## config.mk

```make
export PLATFORM = sky130hd
export DESIGN_NAME = ubd_div_pipe
export DESIGN_NICKNAME = d
export VERILOG_FILES = /design/src/ubd_div_pipe.sv
export SDC_FILE = /design/constraint.sdc
export NUM_CORES = 2
export LEC_CHECK = 0
export BUFFER_PORTS_ARGS = -buffer_cell sky130_fd_sc_hd__buf_2
export CORE_ASPECT_RATIO = 0.5
export CORE_MARGIN = 5
export CORE_UTILIZATION = 55
export CTS_BUF_LIST = sky130_fd_sc_hd__clkbuf_16
export DETAILED_ROUTE_END_ITERATION = 10
export MAX_ROUTING_LAYER = met4
export PLACE_DENSITY = 0.74
export SLEW_MARGIN = 20
export SYNTH_ARGS = -nofsm -noshare
export SYNTH_HDL_FRONTEND = slang
export SYNTH_SLANG_ARGS = --single-unit
```

## constraint.sdc

```tcl
create_clock -name clk -period 3.1 [get_ports clk]
set_input_delay 0.465 -clock clk [delete_from_list [all_inputs] [get_ports clk]]
set_output_delay 0.465 -clock clk [all_outputs]
set_load 0.01 [all_outputs]
```

## src/ubd_div_pipe.sv

```systemverilog
module ubd_div_pipe #(
    parameter int unsigned NUM_W = 35,
    parameter int unsigned DEN_W = 20,
    parameter int unsigned SB_W  = 8
) (
    input  logic             clk,
    input  logic             rst_n,
    input  logic             en,
    input  logic             in_valid,
    input  logic [NUM_W-1:0] num,
    input  logic [DEN_W-1:0] den,
    input  logic [SB_W-1:0]  sb_in,
    output logic             out_valid,
    output logic [NUM_W-1:0] quo,
    output logic [SB_W-1:0]  sb_out
);

    // restoring divider, one quotient bit per stage
    logic             v_reg   [0:NUM_W];
    logic [NUM_W-1:0] nm_reg  [0:NUM_W];
    logic [NUM_W-1:0] q_reg   [0:NUM_W];
    logic [DEN_W-1:0] rem_reg [0:NUM_W];
    logic [DEN_W-1:0] den_reg [0:NUM_W];
    logic [SB_W-1:0]  sb_reg  [0:NUM_W];

    always_comb
    begin
        v_reg[0]   = in_valid;
        nm_reg[0]  = num;
        q_reg[0]   = '0;
        rem_reg[0] = '0;
        den_reg[0] = den;
        sb_reg[0]  = sb_in;
    end

    genvar i;
    generate
        for (i = 0; i < NUM_W; i++)
        begin : g_stage
            logic [DEN_W:0]   trial;
            logic             take;
            logic [DEN_W:0]   diff;
            logic [DEN_W-1:0] rem_next;

            always_comb
            begin
                trial    = {rem_reg[i], nm_reg[i][NUM_W-1]};
                take     = trial >= {1'b0, den_reg[i]};
                diff     = trial - {1'b0, den_reg[i]};
                rem_next = take ? diff[DEN_W-1:0] : trial[DEN_W-1:0];
            end

            always_ff @(posedge clk or negedge rst_n)
            begin
                if (!rst_n)
                begin
                    v_reg[i+1] <= 1'b0;
                end
                else if (en)
                begin
                    v_reg[i+1] <= v_reg[i];
                end
            end

            always_ff @(posedge clk)
            begin
                if (en)
                begin
                    nm_reg[i+1]  <= {nm_reg[i][NUM_W-2:0], 1'b0};
                    q_reg[i+1]   <= {q_reg[i][NUM_W-2:0], take};
                    rem_reg[i+1] <= rem_next;
                    den_reg[i+1] <= den_reg[i];
                    sb_reg[i+1]  <= sb_reg[i];
                end
            end
        end
    endgenerate

    assign out_valid = v_reg[NUM_W];
    assign quo       = q_reg[NUM_W];
    assign sb_out    = sb_reg[NUM_W];

endmodule

```

# Word-level counts from Yosys, hierarchy flattened
# Index checks and enable logic that the tools add are counted.
# word_totals
regBits,2900
wordCells,311
# op_classes
addsub,34
magnitude_cmp,35
mux,34
# op_table
cell,n
greater-or-equal comparator 21 x 20 -> 1 bit,34
2-to-1 mux 20 bit,33
subtractor 20 bit,33
greater-or-equal comparator 1 x 20 -> 1 bit,1
subtractor 1 x 20 -> 20 bit,1
2-to-1 mux 1 bit,1

# Longest topological paths before layout
# logic_depth
depth_word,2
mapped_depth,14

# Worst setup path before layout
# No wires, ideal clock.
# synth_path
kind,register to register
start,register den_reg[341] in the netlist's numbering
end,"register rem_reg, in the netlist g_stage[19].trial[10] (data pin)"
t_arrival_ns,2.932
path_slack_ns,-0.092
path_stages_with_launch,13
n_path_buf,1
cell_sequence,edfxtp_1 > inv_1 > ha_1 > nor2b_4 > o31a_1 > o311ai_2 > a31o_2 > inv_2 > a211o_1 > o211a_1 > a211oi_2 > buf_6 > mux2_4
# synth_via
elab_chain_len,2
# synth_rtl
element,line,rtl
start: declaration,23,logic [DEN_W-1:0] den_reg [0:NUM_W];
start signal: indexed assignment,72,den_reg[i+1] <= den_reg[i];
subtractor 20 bit / greater-or-equal comparator 21 x 20 -> 1 bit (equally long branches),"49, 48",
2-to-1 mux 20 bit *,50,rem_next = take ? diff[DEN_W-1:0] : trial[DEN_W-1:0];
via g_stage[18].rem_next[9],43,logic [DEN_W-1:0] rem_next;
end signal: indexed assignment,71,rem_reg[i+1] <= rem_next;
end: declaration,22,logic [DEN_W-1:0] rem_reg [0:NUM_W];
# Mark *: on every way through the listed nets, which the timed path passes. The rest lies on a longest branch.
# A chain may end at the register's enable or synchronous reset.

# Final worst setup path
# layout_path
start,"register rem_reg, in the netlist g_stage[18].trial[1]"
end,"register rem_reg, in the netlist g_stage[19].trial[20] (data pin)"
# layout_via
elab_chain_len,2
# layout_rtl
element,line
subtractor 20 bit / greater-or-equal comparator 21 x 20 -> 1 bit (equally long branches),"49, 48"
2-to-1 mux 20 bit *,50
via g_stage[18].rem_next[19],43
# Marks and branches as above.

==> results.yml <==
sta:
  hold_viol: 0
  slew-limit-headroom_pct: 44.5
  rsz0062_at_grt: "true"
  fin_crit_ps: 3290
  timing.final.ws_setup_ps: -192
  clock_skew_ps: 44.6
  finalSetupViolCount: 56
  tightest_slew_ps: 833
  post-route-period-util_pct: 106
  max_freq_ghz: 0.304
  drv_slew: 0
drt:
  vias: 74100
  drt_iter0_markers: 5470
  firstDrtPassIters: 6
  vias_per_cell: 5.49
  ant_nets: 0
  wire_per_inst_um: 19.0
  drc_errors: 0
  routed_wl_um: 257000
placement:
  routabilityCongestion: 0.912
  io_buffers: 110
  hpwl_um: 171000
  placed_area_mm2: 0.139
yosys:
  ys_seq_area_share_pct: 67.2
  synth_top_family_by_area: "compound AO/OA/AOI/OAI gates"
  synth.distinct_cells: 90
  ys_ff_latch: 2900
  syn_inst: 9048
  synth_edf_count: 2865
  syn_area_mm2: 0.129
  synthAdderAreaFrac_pct: 7.11
  avgSynthCellArea_um2: 14.3
  synthArstFlopShare_pct: 1.21
  synth_compound_area_share_pct: 9.45
  synthMuxAreaShare_pct: 3.91
  synth-xor-area-share_pct: 3.32
  yosys_warnings: 0
  synthSimpleGateAreaFrac_pct: 5.74
  synth_top_flop_cell: "edfxtp_1"
  synth_nets: 9830
pwr:
  finalPower_mw: 151
  power.density_mw_per_mm2: 989
  p_leak_nw: 60.8
  ir_drop_uv: 488
clock_tree:
  clk_latency_ps: 840
  cts_root_buf: "clkbuf_16"
  cts_made_buffers: 266
  htree_levels: 5
  clock_path_buffers: 4
  cts_tree: "yes"
  cts.sinks: 2900
  cts.clk_slew.worst_paths_ps: 60
setup_path:
  critical_path_class: "reg -> reg"
  cp-end-kind: "flip-flop"
  cp-start-kind: "flip-flop"
  crit_required_ps: 3660
  path_cells: "ha_4 > nor2b_4 > o31a_1 > o311ai_4 > a31o_2 > inv_2 > a211o_1 > o211a_1 > a211oi_4 > buf_6 > clkbuf_16 > mux2_4"
  cp_max_fo: 5
  crit_slowest_cell: "edfxtp_1"
  worst_ep_arrival_time_ps: 3850
  cp_slowest_stage_delay_ps: 430
final_layout:
  design_area_mm2: 0.153
  fillers: 16400
  final_nets: 11000
  final_core_util_pct: 65.6
  syn_to_final_growth_pct: 18.2
  largest_register_ff_count: 714
  drive_gt1_share_pct: 20.8
floorplan:
  die_y_um: 353
  die-area_mm2: 0.246
  die-width_um: 696
  rows: 125
  io_pins: 111
  start_util_pct: 55.5
  coreArea_mm2: 0.233
global_route:
  grt_pass1_wl_um: 396000
  grt_overflow: 0
  track_usage_pct: 20.7
  antenna_found_initial: 1
  grt_pass1_vias: 74200
  grt_max_degree: 137
run_status:
  violations: "negative setup slack"
  status: "finished, violations left"
job:
  max_cap_violations: 0
hold_path:
  hold_class: "in -> reg"
-- cells in the mapped netlist, drive strengths merged (25+ instances only) --
library cell,count,share of area (%)
a21oi,525,2.0
buf,116,0.56
inv,869,2.5
mux2i,49,0.38
a31o,25,0.17
nand3,89,0.34
xnor2,301,2.0
o21bai,51,0.30
clkbuf,68,0.20
and3,28,0.14
a31oi,61,0.30
a21o,248,1.4
a211o,39,0.26
or3,35,0.17
nor3,106,0.41
nand2b,102,0.49
o21a,128,0.74
o21ai,432,1.7
nand4,92,0.44
nor2b,115,0.56
o211ai,25,0.15
o31ai,62,0.39
fa,33,0.51
dfrtp,35,0.68
edfxtp,2865,67
xor2,190,1.3
nand2,401,1.2
a211oi,39,0.23
ha,682,6.6
nor2,468,1.4
a21boi,40,0.24
mux2,398,3.5
o31a,36,0.24
-- stage by stage --
stage	TNS, ps	setup slack (ps)	cells	hold slack (ps)
4_1_cts	-4440	-169	13400	44.9
3_3_place_gp	-13990	-381	12800	400
3_5_place_dp	-24030	-344	12800	405
6_report	-5180	-192	13500	128
5_1_grt	-19920	-296	13500	54.4
2_1_floorplan	-451	-29.6	9048	169
-- critical path, delay by kind of cell, from the launching register on --
family,cells,cell delay (ps)
AO/OA/AOI/OAI,6,1560
flip-flops,1,430
buffers and inverters,3,350
multiplexers,1,290
adder cells (fa/ha/maj),1,270
AND/OR/NAND/NOR,1,120
-- layout by cell type, fill, tap and decap left out, types with 70 or more instances in the layout --
master,n
o21ai_0,341
buf_4,747
xnor2_1,301
buf_12,70
mux2_2,232
nor2b_1,96
nand2_1,395
a21oi_1,466
clkbuf_16,289
edfxtp_1,2865
nor2_1,459
inv_1,879
nand3_1,88
xor2_1,190
ha_1,627
nor3_1,104
a21o_1,248
nand4_1,92
buf_2,109
o21a_1,126
nand2b_1,101
mux2_4,166
-- power by group --
group          total (mW)  switching (mW)  internal, mW
logic                61.1            30.0          31.1
clock network        33.0            14.5          18.6
registers            57.1            3.99          53.1
total                 151            48.5           103
-- path summary, 6_finish.rpt --
kind,startpoint,end,cells past startpoint,slack [ps]
worst max-delay path,g_stage[18].trial[1]$_DFFE_PP_,g_stage[19].trial[20]$_DFFE_PP_,12,-190
worst min-delay path,num[34],g_stage[1].trial[1]$_DFFE_PP_,3,130
worst max register to register,g_stage[18].trial[1]$_DFFE_PP_,g_stage[19].trial[20]$_DFFE_PP_,12,-190
worst min register to register,q_reg[282]$_DFFE_PP_,q_reg[248]$_DFFE_PP_,0,400
max in group asynchronous,rst_n,v_reg[32]$_DFFE_PN0P_,2,2360
min in group asynchronous,rst_n,v_reg[30]$_DFFE_PN0P_,2,230
-- cells by family (layout without fill, tap and decap cells) --
family,Yosys count,in the layout
other,0,1
AOI/OAI and AO/OA,1890,1890
buffers and inverters,1053,2397
adders and majority gates,715,715
muxes,447,447
DFF,2900,2900
xor gates and xnor gates,491,491
and+or+nand+nor,1552,1552
-- layout make-up --
cell class / instances / area, um2 / area share [%]
flip-flops and latches: 2900 / 86900 / 56.9
multi-input cells: 5095 / 40800 / 26.7
repair buffers: 1061 / 9370 / 6.13
clock buffers: 272 / 6810 / 4.45
well taps: 3111 / 3890 / 2.55
inverters: 869 / 3260 / 2.14
clock inverters: 195 / 1830 / 1.20
diodes: 1 / 2.50 / 0.00164
-- routing by layer --
layer  wire [um]  GRT usage (%)  vias up
li1            -              -    36100
met1      106000           25.0    36000
met5           0              -        -
met4       10200           7.47        0
met2      132000           35.8     1421
met3        9100           2.70      578
-- repair_timing --
action                     CTS  global route
hold buffers                64             0
setup endpoints to repair  384           570
pin swaps                   49           162
setup buffers               61           110
gates resized for setup    196           481
gates cloned                12            19
hold endpoints to repair    98             0
(Power assumes the default switching activity.)
